--- config.mk ---
export PLATFORM = sky130hd
export DESIGN_NAME = graph6_edge_decoder_unit
export DESIGN_NICKNAME = d
export VERILOG_FILES = /design/src/sv/g6ed_pkg.sv /design/src/sv/g6ed_front.sv /design/src/sv/g6ed_queue.sv /design/src/sv/g6ed_back.sv /design/src/sv/graph6_edge_decoder_unit.sv
export SDC_FILE = /design/constraint.sdc
export NUM_CORES = 1
export LEC_CHECK = 0
export BUFFER_PORTS_ARGS = -buffer_cell sky130_fd_sc_hd__buf_2
export CAP_MARGIN = 20
export CORE_MARGIN = 3
export CORE_UTILIZATION = 45
export CTS_BUF_LIST = sky130_fd_sc_hd__clkbuf_8
export CTS_CLUSTER_SIZE = 25
export DETAILED_ROUTE_END_ITERATION = 7
export PLACE_DENSITY = 0.68
export SYNTH_ARGS = -nofsm -noshare
export SYNTH_HDL_FRONTEND = slang
export SYNTH_SLANG_ARGS = --single-unit
export TNS_END_PERCENT = 20
--- constraint.sdc ---
create_clock -name clk -period 15.3 [get_ports clk]
set_input_delay 0.765 -clock clk [delete_from_list [all_inputs] [get_ports clk]]
set_output_delay 0.765 -clock clk [all_outputs]
set_load 0.1 [all_outputs]
--- src/sv/g6ed_pkg.sv ---
// ----------------------------------------------------------------------------
// g6ed_pkg
// Shared types, codes and constants of the graph6 edge decoder.
// ----------------------------------------------------------------------------
`default_nettype none

package g6ed_pkg;

  localparam int VERTEX_BITS = 18;   // widest vertex count taken
  localparam int FIELD_BITS  = 18;   // width of the vertex result fields
  localparam int ACC_BITS    = 36;   // header accumulator
  localparam int DIGIT_BITS  = 6;
  localparam int QDEPTH      = 4;    // front-to-back queue depth
  localparam int QAW         = $clog2(QDEPTH);

  localparam logic [7:0] CHAR_LO = 8'd63;
  localparam logic [7:0] CHAR_HI = 8'd126;
  localparam logic [DIGIT_BITS-1:0] MARKER_DIGIT = 6'd63;

  // Largest vertex count, at accumulator width plus one.
  localparam logic [ACC_BITS:0] ORDER_LIMIT =
    ((ACC_BITS+1)'(1) << VERTEX_BITS) - (ACC_BITS+1)'(1);

  typedef logic [VERTEX_BITS-1:0] vtx_t;
  typedef logic [FIELD_BITS-1:0]  field_t;

  typedef logic [1:0] kind_t;
  localparam kind_t KIND_COUNT = 2'd0;
  localparam kind_t KIND_EDGE  = 2'd1;
  localparam kind_t KIND_ERROR = 2'd2;

  typedef logic [1:0] op_t;
  localparam op_t OP_COUNT = 2'd0;   // payload is the vertex count
  localparam op_t OP_ERROR = 2'd1;
  localparam op_t OP_BODY  = 2'd2;   // payload low bits are the six data bits

  typedef struct packed {
    logic [7:0] char_code;
    logic       line_start;
  } in_item_t;

  typedef struct packed {
    kind_t  kind;
    field_t vertex_a;
    field_t vertex_b;
    logic   last;
  } out_item_t;

  typedef struct packed {
    op_t  op;
    vtx_t payload;
  } entry_t;

  // Vertex number onto the result field: zero-extend or truncate.
  function automatic field_t to_field(vtx_t v);
    logic [FIELD_BITS+VERTEX_BITS-1:0] w;
    w = (FIELD_BITS+VERTEX_BITS)'(v);
    return w[FIELD_BITS-1:0];
  endfunction

endpackage

`default_nettype wire

--- src/sv/g6ed_front.sv ---
// ----------------------------------------------------------------------------
// g6ed_front
// Header parser: checks characters, gathers the vertex count, forwards body.
// ----------------------------------------------------------------------------
`default_nettype none

module g6ed_front (
  input  wire logic               clk,
  input  wire logic               rst_n,
  input  wire logic               in_valid,
  output logic                    in_ready,
  input  wire g6ed_pkg::in_item_t in_data,
  output logic                    q_push,
  output g6ed_pkg::entry_t        q_entry,
  input  wire logic               q_full
);
  import g6ed_pkg::*;

  localparam logic [3:0] PH_FIRST = 4'd0;
  localparam logic [3:0] PH_MARK  = 4'd1;
  localparam logic [3:0] PH_D2    = 4'd2;
  localparam logic [3:0] PH_D6    = 4'd6;
  localparam logic [3:0] PH_LAST  = 4'd7;
  localparam logic [3:0] PH_BODY  = 4'd8;
  localparam logic [3:0] PH_HALT  = 4'd9;

  logic [3:0]          phase_r, phase_nxt, ph;
  logic [ACC_BITS-1:0] acc_r, acc_nxt, acc, acc_sh, ann_val;
  logic [7:0]          code_off;
  logic [DIGIT_BITS-1:0] d;
  logic                accept, bad, do_ann;

  assign in_ready = !q_full;
  assign accept   = in_valid && in_ready;
  assign bad      = (in_data.char_code < CHAR_LO) || (in_data.char_code > CHAR_HI);
  assign code_off = in_data.char_code - CHAR_LO;
  assign d        = code_off[DIGIT_BITS-1:0];

  always_comb begin
    ph = phase_r;
    acc = acc_r;
    if (in_data.line_start) begin
      ph  = PH_FIRST;
      acc = '0;
    end
    acc_sh    = {acc[ACC_BITS-DIGIT_BITS-1:0], d};
    phase_nxt = phase_r;
    acc_nxt   = acc_r;
    q_push    = 1'b0;
    q_entry   = '{op: OP_BODY, payload: vtx_t'(d)};
    do_ann    = 1'b0;
    ann_val   = acc_sh;
    if (accept) begin
      phase_nxt = ph;
      acc_nxt   = acc;
      if (ph >= PH_HALT) begin
        // halted line: swallow until the next line start
      end else if (bad) begin
        q_push    = 1'b1;
        q_entry   = '{op: OP_ERROR, payload: '0};
        phase_nxt = PH_HALT;
      end else begin
        case (ph)
          PH_FIRST: begin
            if (d != MARKER_DIGIT) begin
              do_ann  = 1'b1;
              ann_val = ACC_BITS'(d);
            end else begin
              phase_nxt = PH_MARK;
            end
          end
          PH_MARK: begin
            if (d != MARKER_DIGIT) begin
              acc_nxt   = ACC_BITS'(d);   // three-digit form
              phase_nxt = PH_D6;
            end else begin
              acc_nxt   = '0;             // six-digit form
              phase_nxt = PH_D2;
            end
          end
          PH_BODY: begin
            q_push = 1'b1;
          end
          default: begin
            acc_nxt = acc_sh;
            if (ph == PH_LAST) begin
              do_ann = 1'b1;
            end else begin
              phase_nxt = ph + 4'd1;
            end
          end
        endcase
        if (do_ann) begin
          q_push = 1'b1;
          if ({1'b0, ann_val} > ORDER_LIMIT) begin
            q_entry   = '{op: OP_ERROR, payload: '0};
            phase_nxt = PH_HALT;
          end else begin
            q_entry   = '{op: OP_COUNT, payload: ann_val[VERTEX_BITS-1:0]};
            phase_nxt = PH_BODY;
          end
        end
      end
    end
  end

  always_ff @(posedge clk) begin
    if (!rst_n) begin
      phase_r <= PH_FIRST;
    end else begin
      phase_r <= phase_nxt;
    end
    acc_r <= acc_nxt;
  end

endmodule

`default_nettype wire

--- src/sv/g6ed_queue.sv ---
// ----------------------------------------------------------------------------
// g6ed_queue
// Small FIFO between the header parser and the bit walker.
// ----------------------------------------------------------------------------
`default_nettype none

module g6ed_queue (
  input  wire logic             clk,
  input  wire logic             rst_n,
  input  wire logic             push,
  input  wire g6ed_pkg::entry_t push_entry,
  output logic                  full,
  input  wire logic             pop,
  output logic                  valid,
  output g6ed_pkg::entry_t      head
);
  import g6ed_pkg::*;

  entry_t         mem_r [QDEPTH];
  logic [QAW-1:0] wr_ptr_r, rd_ptr_r;
  logic [QAW:0]   cnt_r;

  assign full  = (cnt_r == (QAW+1)'(QDEPTH));
  assign valid = (cnt_r != '0);
  assign head  = mem_r[rd_ptr_r];

  always_ff @(posedge clk) begin
    if (!rst_n) begin
      wr_ptr_r <= '0;
      rd_ptr_r <= '0;
      cnt_r    <= '0;
    end else begin
      if (push) begin
        wr_ptr_r <= wr_ptr_r + QAW'(1);
      end
      if (pop) begin
        rd_ptr_r <= rd_ptr_r + QAW'(1);
      end
      case ({push, pop})
        2'b10:   cnt_r <= cnt_r + (QAW+1)'(1);
        2'b01:   cnt_r <= cnt_r - (QAW+1)'(1);
        default: cnt_r <= cnt_r;
      endcase
    end
    if (push) begin
      mem_r[wr_ptr_r] <= push_entry;
    end
  end

endmodule

`default_nettype wire

--- src/sv/g6ed_back.sv ---
// ----------------------------------------------------------------------------
// g6ed_back
// Bit walker: one triangle position per unstalled cycle; edge hold, result reg.
// ----------------------------------------------------------------------------
`default_nettype none

module g6ed_back (
  input  wire logic             clk,
  input  wire logic             rst_n,
  input  wire logic             q_valid,
  input  wire g6ed_pkg::entry_t q_head,
  output logic                  q_pop,
  output logic                  out_valid,
  input  wire logic             out_ready,
  output g6ed_pkg::out_item_t   out_data
);
  import g6ed_pkg::*;

  logic            busy_r, busy_nxt;
  logic [5:0]      bits_r, bits_nxt;
  logic [2:0]      cnt_r, cnt_nxt;
  vtx_t            n_r, n_nxt, row_r, row_nxt, col_r, col_nxt;
  logic            done_r, done_nxt;
  logic            hold_valid_r, hold_valid_nxt, hold_last_r, hold_last_nxt;
  vtx_t            hold_a_r, hold_a_nxt, hold_b_r, hold_b_nxt;
  logic            out_valid_r, out_valid_nxt;
  out_item_t       out_r, out_nxt;

  logic            out_free, hit, step_go, wrap, done_step, step_end, can_load;
  logic            pop_cmd, pop_body, push_hold, push_opp;
  vtx_t            row_inc, col_inc;

  assign out_valid = out_valid_r;
  assign out_data  = out_r;

  assign out_free  = !out_valid_r || out_ready;
  assign hit       = bits_r[5];
  // A hit with a pending edge must move that edge to the result register.
  assign step_go   = busy_r && (!(hit && hold_valid_r) || out_free);
  assign row_inc   = row_r + vtx_t'(1);
  assign col_inc   = col_r + vtx_t'(1);
  assign wrap      = (row_inc >= col_r);
  assign done_step = wrap && (col_inc >= n_r);
  assign step_end  = step_go && ((cnt_r == 3'd1) || done_step);
  assign can_load  = !busy_r || step_end;

  assign pop_body  = q_valid && can_load && (q_head.op == OP_BODY);
  assign pop_cmd   = q_valid && !busy_r && !hold_valid_r && out_free &&
                     (q_head.op != OP_BODY);
  assign q_pop     = pop_body || pop_cmd;

  assign push_hold = step_go && hit && hold_valid_r;
  assign push_opp  = hold_valid_r && hold_last_r && out_free && !push_hold;

  always_comb begin
    busy_nxt       = busy_r;
    bits_nxt       = bits_r;
    cnt_nxt        = cnt_r;
    n_nxt          = n_r;
    row_nxt        = row_r;
    col_nxt        = col_r;
    done_nxt       = done_r;
    hold_valid_nxt = hold_valid_r;
    hold_last_nxt  = hold_last_r;
    hold_a_nxt     = hold_a_r;
    hold_b_nxt     = hold_b_r;
    out_valid_nxt  = out_valid_r && !out_ready;
    out_nxt        = out_r;

    // walk one position
    if (step_go) begin
      bits_nxt = {bits_r[4:0], 1'b0};
      cnt_nxt  = cnt_r - 3'd1;
      if (wrap) begin
        row_nxt  = '0;
        col_nxt  = col_inc;
        done_nxt = done_r || done_step;
      end else begin
        row_nxt  = row_inc;
      end
      if (step_end) begin
        busy_nxt = 1'b0;
      end
    end

    // edge hold: an edge waits here until we know if it ends its character
    if (push_opp) begin
      hold_valid_nxt = 1'b0;
    end
    if (step_go && hit) begin
      hold_valid_nxt = 1'b1;
      hold_last_nxt  = step_end;
      hold_a_nxt     = row_r;
      hold_b_nxt     = col_r;
    end else if (step_end && hold_valid_r && !hold_last_r) begin
      hold_last_nxt  = 1'b1;
    end

    if (push_hold || push_opp) begin
      out_valid_nxt = 1'b1;
      out_nxt = '{kind: KIND_EDGE, vertex_a: to_field(hold_a_r),
                  vertex_b: to_field(hold_b_r), last: hold_last_r};
    end

    if (pop_body && !done_nxt) begin
      busy_nxt = 1'b1;
      bits_nxt = q_head.payload[5:0];
      cnt_nxt  = 3'd6;
    end

    if (pop_cmd) begin
      out_valid_nxt = 1'b1;
      if (q_head.op == OP_COUNT) begin
        n_nxt    = q_head.payload;
        row_nxt  = '0;
        col_nxt  = vtx_t'(1);
        done_nxt = (q_head.payload <= vtx_t'(1));
        out_nxt  = '{kind: KIND_COUNT, vertex_a: to_field(q_head.payload),
                     vertex_b: '0, last: 1'b1};
      end else begin
        out_nxt  = '{kind: KIND_ERROR, vertex_a: '0, vertex_b: '0, last: 1'b1};
      end
    end
  end

  always_ff @(posedge clk) begin
    if (!rst_n) begin
      busy_r       <= 1'b0;
      done_r       <= 1'b0;
      hold_valid_r <= 1'b0;
      out_valid_r  <= 1'b0;
    end else begin
      busy_r       <= busy_nxt;
      done_r       <= done_nxt;
      hold_valid_r <= hold_valid_nxt;
      out_valid_r  <= out_valid_nxt;
    end
    bits_r      <= bits_nxt;
    cnt_r       <= cnt_nxt;
    n_r         <= n_nxt;
    row_r       <= row_nxt;
    col_r       <= col_nxt;
    hold_last_r <= hold_last_nxt;
    hold_a_r    <= hold_a_nxt;
    hold_b_r    <= hold_b_nxt;
    out_r       <= out_nxt;
  end

endmodule

`default_nettype wire

--- src/sv/graph6_edge_decoder_unit.sv ---
// ----------------------------------------------------------------------------
// graph6_edge_decoder_unit
// Streams graph6 text in and reports vertex count, edges and errors.
// ----------------------------------------------------------------------------
//
//   channel  direction  payload                             transaction
//   in_      input      char_code[7:0], line_start          one character
//   out_     output     kind, vertex_a, vertex_b, last      one result
//
// Flow: the front parses header characters and flags bad ones. A body character
// holds the bit walker for up to six triangle positions, one per cycle
// unless a hit waits on a stalled result; the walker loads the next one as
// it walks the last. The four-entry queue lets the front keep taking characters.
// Reset: rst_n low at a clock edge clears parser, queue and walker; the
// first character afterwards starts a line.
// Stalls: out_ready low freezes the result register and the walker once an
// edge needs to leave; in_ready drops only when the queue is full.
// ----------------------------------------------------------------------------
`default_nettype none

module graph6_edge_decoder_unit (
  input  wire logic                clk,
  input  wire logic                rst_n,
  input  wire logic                in_valid,
  output logic                     in_ready,
  input  wire g6ed_pkg::in_item_t  in_data,
  output logic                     out_valid,
  input  wire logic                out_ready,
  output g6ed_pkg::out_item_t      out_data
);
  import g6ed_pkg::*;

  // front -> queue
  logic   q_push, q_full;
  entry_t q_entry;
  // queue -> back
  logic   q_pop, q_valid;
  entry_t q_head;

  // Header parsing and character checks; body characters pass as raw bits.
  g6ed_front u_front (
    .clk      (clk),
    .rst_n    (rst_n),
    .in_valid (in_valid),
    .in_ready (in_ready),
    .in_data  (in_data),
    .q_push   (q_push),
    .q_entry  (q_entry),
    .q_full   (q_full)
  );

  // Decouples the parser from the walker.
  g6ed_queue u_queue (
    .clk        (clk),
    .rst_n      (rst_n),
    .push       (q_push),
    .push_entry (q_entry),
    .full       (q_full),
    .pop        (q_pop),
    .valid      (q_valid),
    .head       (q_head)
  );

  // Walks the upper triangle column by column; one edge can wait in a hold
  // stage so the last flag is known before it is presented.
  g6ed_back u_back (
    .clk       (clk),
    .rst_n     (rst_n),
    .q_valid   (q_valid),
    .q_head    (q_head),
    .q_pop     (q_pop),
    .out_valid (out_valid),
    .out_ready (out_ready),
    .out_data  (out_data)
  );

endmodule

`default_nettype wire

Yosys cells after proc, flatten, opt, wreduce, memory -nomap -nowiden
Memories as Yosys holds them, arrays and structs flattened. A register that Yosys moved wholly into a read port is not among the register bits.
Cells that the tools add are included.

storage, ports and cells
  memory bits (read-only) = 0
  latch bits = 0
  input bits = 13
  memories = 1
  flip-flop bits (word level) = 190
  word-level logic and storage cells = 164
  memory bits (writable) = 80

memory list
  memory         depth  bits a word  read ports  clocked after Yosys merged registers in  write ports  RTL line          source
  u_queue.mem_r  4      20           1           1                                        1            g6ed_queue.sv:19  entry_t mem_r [QDEPTH];

operators by class
  bitwise gates (word level) = 0
  muxes and demuxes = 66
  shift operators = 0
  multipliers = 0
  div/mod/pow operators = 0
  add/subtract/negate cells = 9
  reductions and logical operators = 50
  magnitude comparators = 7
  equal/unequal tests = 10

operators with widths
  operator               count
  $mux 36                8
  $mux 18                8
  $mux 39                3
  $mux 20                4
  $pmux 36 s2            1
  $add 18x1->18 const B  2
  $ge 18x18->1           2
  $gt 36x18->1 const B   1
  $mux 1                 26
  $mux 4                 6
  $logic_and 1x1->1      20
  $mux 19                1
  $le 18x1->1 const B    1
  $mux 6                 3
  $pmux 4 s3             1
  $reduce_bool 2->1      6
  $logic_not 1->1        9
  $gt 8x7->1 const B     1
  $logic_or 1x1->1       8
  $lt 8x6->1 const B     1
  $ne 6x6->1 const B     1
  $pmux 3 s2             1
  $sub 3x1->3 const B    2
  $sub 6x6->6 const B    1
  other kinds (20)       25

Longest topological paths before layout
  depth after elaboration = 13
  depth in mapped cells = 20
  gate-level depth less buffers = 20

Hierarchy
A second synthesis with hierarchy kept.

second synthesis, totals
  cells, all modules = 972
  area total of the unflattened synthesis = 12250.5 um^2

by module, submodules not included
  module      times used  area an instance (um^2)  cells an instance
  g6ed_back   1           6696.4                   578
  g6ed_queue  1           3337.0                   150
  g6ed_front  1           2217.1                   244

Least setup slack after synthesis
OpenSTA, ideal clock, no wires.

  kind = register -> register
  from = reg u_back.out_valid_r (netlist: u_back.out_valid)
  to = reg u_back.out_r, in the netlist u_back.out_data[0] (enable)
  path slack = 9.852 ns
  arrival = 4.959 ns
  data required time = 14.810 ns
  library setup time = 0.490 ns
  cell stages (with the launch flop) = 7
  cells stage by stage = dfxtp_1 -> nand2b_1 -> o21a_1 -> nand2_1 -> inv_1 -> a21oi_1 -> o21ai_0

on the way
  longest elaborated chain between the ends = 10
  elaborated cells on any way between the ends = 13
  classes of those cells = reduce/logical: 13

RTL lines
  element                               RTL line          source
  start: declaration                    g6ed_back.sv:26   logic out_valid_r, out_valid_nxt;
  start signal: assignment              g6ed_back.sv:136  out_valid_r <= out_valid_nxt;
  $logic_not 1->1 *                     g6ed_back.sv:36   assign out_free = !out_valid_r || out_ready;
  $logic_or 1x1->1 *                    g6ed_back.sv:36
  $logic_or 1x1->1                      g6ed_back.sv:39   assign step_go = busy_r && (!(hit && hold_valid_r) || out_free);
  $logic_and 1x1->1                     g6ed_back.sv:39
  $logic_and 1x1->1 (2 in series)       g6ed_back.sv:52   assign push_hold = step_go && hit && hold_valid_r;
  $logic_not 1->1                       g6ed_back.sv:53   assign push_opp = hold_valid_r && hold_last_r && out_free && !push_hold;
  $logic_and 1x1->1                     g6ed_back.sv:53
  $logic_or 1x1->1                      g6ed_back.sv:99   if (push_hold || push_opp) begin
  $reduce_bool 2->1 (no source line) *  n/a
  end signal: assignment                g6ed_back.sv:146  out_r <= out_nxt;
  end: declaration                      g6ed_back.sv:27   out_item_t out_r, out_nxt;

Mark *: on every way between the ends. The rest lies on a longest branch, timed or not.
A chain may end at the register's enable or synchronous reset.

Worst setup path after layout
  from = reg u_back.row_r[0]
  to = reg u_queue.cnt_r[2]

on the way
  longest elaborated chain between the ends = 11
  elaborated cells on any way between the ends = 13
  classes of those cells = add/sub: 1; order compare: 1; eq/ne: 2; mux: 1; reduce/logical: 8

RTL lines
  element                                                 RTL line                        source
  start: declaration                                      g6ed_back.sv:22                 vtx_t n_r, n_nxt, row_r, row_nxt, col_r, col_nxt;
  start signal: assignment                                g6ed_back.sv:141                row_r <= row_nxt;
  $add 18x1->18 *                                         g6ed_back.sv:40                 assign row_inc = row_r + vtx_t'(1);
  $ge 18x18->1 *                                          g6ed_back.sv:42                 assign wrap = (row_inc >= col_r);
  $logic_and 1x1->1 *                                     g6ed_back.sv:43                 assign done_step = wrap && (col_inc >= n_r);
  $logic_or 1x1->1 *                                      g6ed_back.sv:44                 assign step_end = step_go && ((cnt_r == 3'd1) || done_step);
  $logic_and 1x1->1 *                                     g6ed_back.sv:44
  $logic_or 1x1->1 *                                      g6ed_back.sv:45                 assign can_load = !busy_r || step_end;
  $logic_and 1x1->1 * (2 in series)                       g6ed_back.sv:47                 assign pop_body = q_valid && can_load && (q_head.op == OP_BODY);
  $logic_or 1x1->1 *                                      g6ed_back.sv:50                 assign q_pop = pop_body || pop_cmd;
  via q_pop                                               graph6_edge_decoder_unit.sv:37  logic q_pop, q_valid;
  $eq 2x1->1 / $eq 2x2->1 (equally long branches)         g6ed_queue.sv:39                case ({push, pop})
  $pmux 3 s2 / $reduce_bool 2->1 (equally long branches)  n/a
  end signal: assignment                                  g6ed_queue.sv:40                2'b10: cnt_r <= cnt_r + (QAW+1)'(1);
  end signal: assignment                                  g6ed_queue.sv:41                2'b01: cnt_r <= cnt_r - (QAW+1)'(1);
  end signal: assignment                                  g6ed_queue.sv:42                default: cnt_r <= cnt_r;
  end: declaration                                        g6ed_queue.sv:21                logic [QAW:0] cnt_r;

The timed path passes the listed nets; every way through them passes the cells marked *.

==> summary.txt <==
Yosys
  • Portion of the post-synthesis area used by sequential elements: 60.0%
  • Number of nets produced by synthesis: 1053
  • YS warnings: 0
  • Dominant synthesized flop cell: sky130_fd_sc_hd__edfxtp_1
  • Post-synthesis average cell area: 12.5 sq um
  • Cell variety after synth: 83
  • Share of Yosys cell area claimed by the top area cell type: 50.9%
  • Area of the mapped netlist: 12400 sq um
  • Flip-flop and latch count after synthesis: 266
  • Async set-reset flop share out of synthesis: 0%
  • Synthesized netlist cell count: 988
  • Leading post-synthesis cells by cell area: sky130_fd_sc_hd__edfxtp_1, sky130_fd_sc_hd__dfxtp_1, sky130_fd_sc_hd__ha_1
  • Cell accounting for the most synthesized area: sky130_fd_sc_hd__edfxtp_1
  • Number of synthesized flops with an enable pin: 210

STA
  • Clock period minus final worst setup slack: 4.88 ns
  • Minimum hold slack: 0.483 ns
  • Fin crit share: 31.9%
  • Max_slew headroom: 29.1%
  • Fmax: 205 MHz
  • Layout Skew: 0.0261 ns
  • Unrepaired setup endpoints after global routing: false
  • Setup-violating endpoint count in the final report: 0
  • Setup tns final: 0 ns
  • Worst slew pin tran: 1.06 ns
  • Hold Fails Final Rpt: 0
  • Pins over their slew limit: 0

Final layout
  • Layout cells sized above 1: 16.1%
  • Net count, final: 1121
  • Number of antenna repair diodes: 0
  • Synth-to-layout area growth: 10.9%
  • Final Non-Filler Cells: 1430

Clocking
  • H-tree levels: 2
  • TritonCTS clock tree: built
  • Hold buffers post-CTS: 0
  • Library cell used as clock root buffer: sky130_fd_sc_hd__clkbuf_8
  • Maximum root-to-sink buffer count: 3
  • Count of buffers added by post-CTS timing repair for setup: 0
  • Number of gates given a new drive strength after cts: 0
  • Num CTS Buffers: 43
  • Post-CTS clock slew at the launch and capture registers of the worst setup and hold paths: 0.06 ns
  • Clock Latency Late Sink: 0.55 ns
  • Number of sinks driven by the clock tree: 266

Run status
  • Status: finished, final reports clean

Drt
  • Via count of the routed design: 7789
  • 1st-iter DRT viols: 501
  • Average wire length per cell after detail routing: 17.1 microns
  • Total length of routed wires: 24400 microns
  • Number of optimization iterations in the first detailed-route pass: 5
  • Via-per-instance ratio: 5.45
  • # DRC: 0
  • Number of nets with antenna violations after detailed routing: 0

Floorplan
  • Core area: 27000 sq um
  • Height of the die: 172 microns
  • Row cnt: 60
  • Starting density of the core: 45.8%
  • I/O pin cnt: 54
  • Area of the die: 29600 sq um
  • Width of the die: 172 microns

Setup path
  • Worst path max stage delay: 0.52 ns
  • Type of origin of the critical path: register
  • Endpoint kind of the worst setup timing path: register
  • Biggest fanout along the worst timing path: 20
  • Count of buffer and inverter cells on the critical path: 1
  • Type of the setup path with the least slack: reg2reg
  • Data arrival at the endpoint of the critical path: 5.34 ns
  • CP top delay family: simple AND/OR/NAND/NOR gates
  • Max stage delay cell, worst path: sky130_fd_sc_hd__nand4b_1
  • Crit path cell chain: ha_1 -> and3_1 -> and3_1 -> and3_1 -> nand3_1 -> xnor2_1 -> ha_1 -> o21ai_0 -> nand2b_1 -> nand2_1 -> nand4b_1 -> a21boi_0 -> ha_1 -> inv_1 -> fa_1 -> xor2_1 -> or3_1 -> a21oi_1
  • Worst endpoint required time: 15.76 ns

Placement
  • Routability congestion estimate from global placement: 0.917
  • Instance count after placement with tap cells included: 1352
  • DP HPWL: 16300 microns
  • Number of port buffers: 53

GRT
  • Global-route usage over all layers: 16.7%
  • Antenna violations before repair: 0
  • Vias in the first global route: 7706
  • First-pass GRT wire length: 39600 microns
  • Maximum number of pins on one net before global-route repair: 69
  • Final global-route overflow total: 0

Power
  • Leakage dissipation: 5.01 nW
  • Power Density: 192 nW/um^2
  • Overall power of the completed layout: 2.64 mW
  • Maximum vdd drop: 0.0827 mV

Flow run
  • Max capacitance violation total: 0

Hold path
  • Worst min-delay path category: reg2reg
[path summary, 6_finish.rpt]
path / start / to / slack, ns / depth (start not counted)
hold / removal: u_front.phase_r[1]$_SDFFE_PN0P_ / u_front.phase_r[1]$_SDFFE_PN0P_ / 0.48 / 2
hold reg to reg: u_front.phase_r[1]$_SDFFE_PN0P_ / u_front.phase_r[1]$_SDFFE_PN0P_ / 0.48 / 2
setup / recovery: u_back.row_r[0]$_DFF_P_ / u_queue.cnt_r[2]$_SDFFE_PN0P_ / 10.42 / 18
setup reg to reg: u_back.row_r[0]$_DFF_P_ / u_queue.cnt_r[2]$_SDFFE_PN0P_ / 10.42 / 18
[placed cells by master, fill, tap and decap left out, drive strengths merged, types with 20 or more instances in the layout]
| master | n |
|---|---|
| nand2 | 87 |
| buf | 61 |
| clkbuf | 46 |
| xnor2 | 40 |
| a21oi | 58 |
| ha | 51 |
| dfxtp | 56 |
| and2 | 41 |
| o21ai | 40 |
| nor2 | 56 |
| mux4 | 20 |
| inv | 70 |
| edfxtp | 210 |
| nand3 | 55 |
[flip-flops by register name (all words and copies together), names as in the netlist, named ones only]
signal and flops:
u_back.col_r 18, u_back.bits_r 6, u_back.busy_r 1, u_queue.mem_r 80, u_back.done_r 1, u_back.n_r 18
u_back.hold_valid_r 1, u_back.row_r 18, u_queue.cnt_r 3, u_back.hold_b_r 18, u_queue.wr_ptr_r 2, u_queue.rd_ptr_r 2
u_back.hold_last_r 1, u_back.out_data 39, u_front.acc_r 30, u_back.cnt_r 3, u_back.out_valid 1, u_back.hold_a_r 18
u_front.phase_r 4
[cell families after synthesis]
kind of cell	count (synthesis)	synth area share, %
muxes	29	4.42
adders and majority gates	52	5.31
buffers and inverters	91	3.40
xor gates and xnor gates	54	3.82
AOI/OAI and AO/OA	162	8.64
DFF	266	60.0
and+or+nand+nor	334	14.5
[synth_stat cells (3+ instances only)]
| master | count |
|---|---|
| sky130_fd_sc_hd__edfxtp_1 | 210 |
| sky130_fd_sc_hd__nand2_1 | 86 |
| sky130_fd_sc_hd__a21oi_1 | 56 |
| sky130_fd_sc_hd__dfxtp_1 | 56 |
| sky130_fd_sc_hd__nor2_1 | 55 |
| sky130_fd_sc_hd__inv_1 | 52 |
| sky130_fd_sc_hd__nand3_1 | 52 |
| sky130_fd_sc_hd__ha_1 | 51 |
| sky130_fd_sc_hd__xnor2_1 | 40 |
| sky130_fd_sc_hd__and2_1 | 38 |
| sky130_fd_sc_hd__o21ai_0 | 38 |
| sky130_fd_sc_hd__clkbuf_1 | 20 |
| sky130_fd_sc_hd__mux4_2 | 20 |
| sky130_fd_sc_hd__a22o_1 | 18 |
| sky130_fd_sc_hd__xor2_1 | 14 |
| sky130_fd_sc_hd__nor4_1 | 13 |
| sky130_fd_sc_hd__and3_1 | 10 |
| sky130_fd_sc_hd__nand2b_1 | 10 |
| sky130_fd_sc_hd__nand4_1 | 10 |
| sky130_fd_sc_hd__nor3_1 | 9 |
| sky130_fd_sc_hd__o21a_1 | 8 |
| sky130_fd_sc_hd__buf_2 | 6 |
| sky130_fd_sc_hd__buf_6 | 6 |
| sky130_fd_sc_hd__mux2_2 | 5 |
| sky130_fd_sc_hd__nor4_2 | 5 |
| sky130_fd_sc_hd__or3_1 | 5 |
| sky130_fd_sc_hd__or4_1 | 5 |
| sky130_fd_sc_hd__a31oi_1 | 4 |
| sky130_fd_sc_hd__a32o_1 | 4 |
| sky130_fd_sc_hd__buf_4 | 4 |
| sky130_fd_sc_hd__nor2b_1 | 4 |
| sky130_fd_sc_hd__nor3b_1 | 4 |
| sky130_fd_sc_hd__nor4b_1 | 4 |
| sky130_fd_sc_hd__a311o_1 | 3 |
| sky130_fd_sc_hd__a31o_1 | 3 |
| sky130_fd_sc_hd__mux2i_1 | 3 |
[metrics by stage]
stage | worst slack [ns] | instance area [sq um] | util (%)
2_1_floorplan | 9.85 | 12400 | -
3_3_place_gp | 10.64 | 12900 | 47.8
3_5_place_dp | 10.50 | 12900 | 47.8
4_1_cts | 10.45 | 13700 | 50.8
5_1_grt | 10.06 | 13700 | 50.8
6_report | 10.42 | 13700 | 50.8
[layout make-up]
| cell class | instances | area [sq um] |
|---|---|---|
| Clock buffer | 46 | 633 |
| Clock inverter | 32 | 175 |
| Fill cell | 2338 | 13300 |
| Inverter | 53 | 201 |
| Multi-Input combinational cell | 631 | 4550 |
| Sequential cell | 266 | 7430 |
| Tap cell | 341 | 427 |
| Timing Repair Buffer | 61 | 325 |
[where the power goes]
group          switching (mW)  total, mW  internal [mW]
Clock                   0.272      0.570          0.298
Sequential             0.0503       1.04          0.986
Combinational           0.804       1.03          0.226
Total                    1.13       2.64           1.51
[worst reg2reg max path, stage by stage (launching register included)]
cell	delay, ns
sky130_fd_sc_hd__dfxtp_1	0.43
sky130_fd_sc_hd__ha_1	0.25
sky130_fd_sc_hd__and3_1	0.23
sky130_fd_sc_hd__and3_1	0.25
sky130_fd_sc_hd__and3_1	0.31
sky130_fd_sc_hd__nand3_1	0.13
sky130_fd_sc_hd__xnor2_1	0.23
sky130_fd_sc_hd__ha_1	0.21
sky130_fd_sc_hd__o21ai_0	0.11
sky130_fd_sc_hd__nand2b_1	0.10
sky130_fd_sc_hd__nand2_1	0.47
sky130_fd_sc_hd__nand4b_1	0.52
sky130_fd_sc_hd__a21boi_0	0.27
sky130_fd_sc_hd__ha_1	0.22
sky130_fd_sc_hd__inv_1	0.06
sky130_fd_sc_hd__fa_1	0.37
sky130_fd_sc_hd__xor2_1	0.16
sky130_fd_sc_hd__or3_1	0.31
sky130_fd_sc_hd__a21oi_1	0.14
[per-layer routing]
layer / part of all wire (%) / routed length, microns / GRT usage, %
met1: 45 / 11000 / 22.1
met2: 48 / 11700 / 27.8
met3: 4.3 / 1050 / 3.04
met4: 2.8 / 673 / 6.32
met5: 0 / 0 / 0
(Power assumes the default switching activity.)
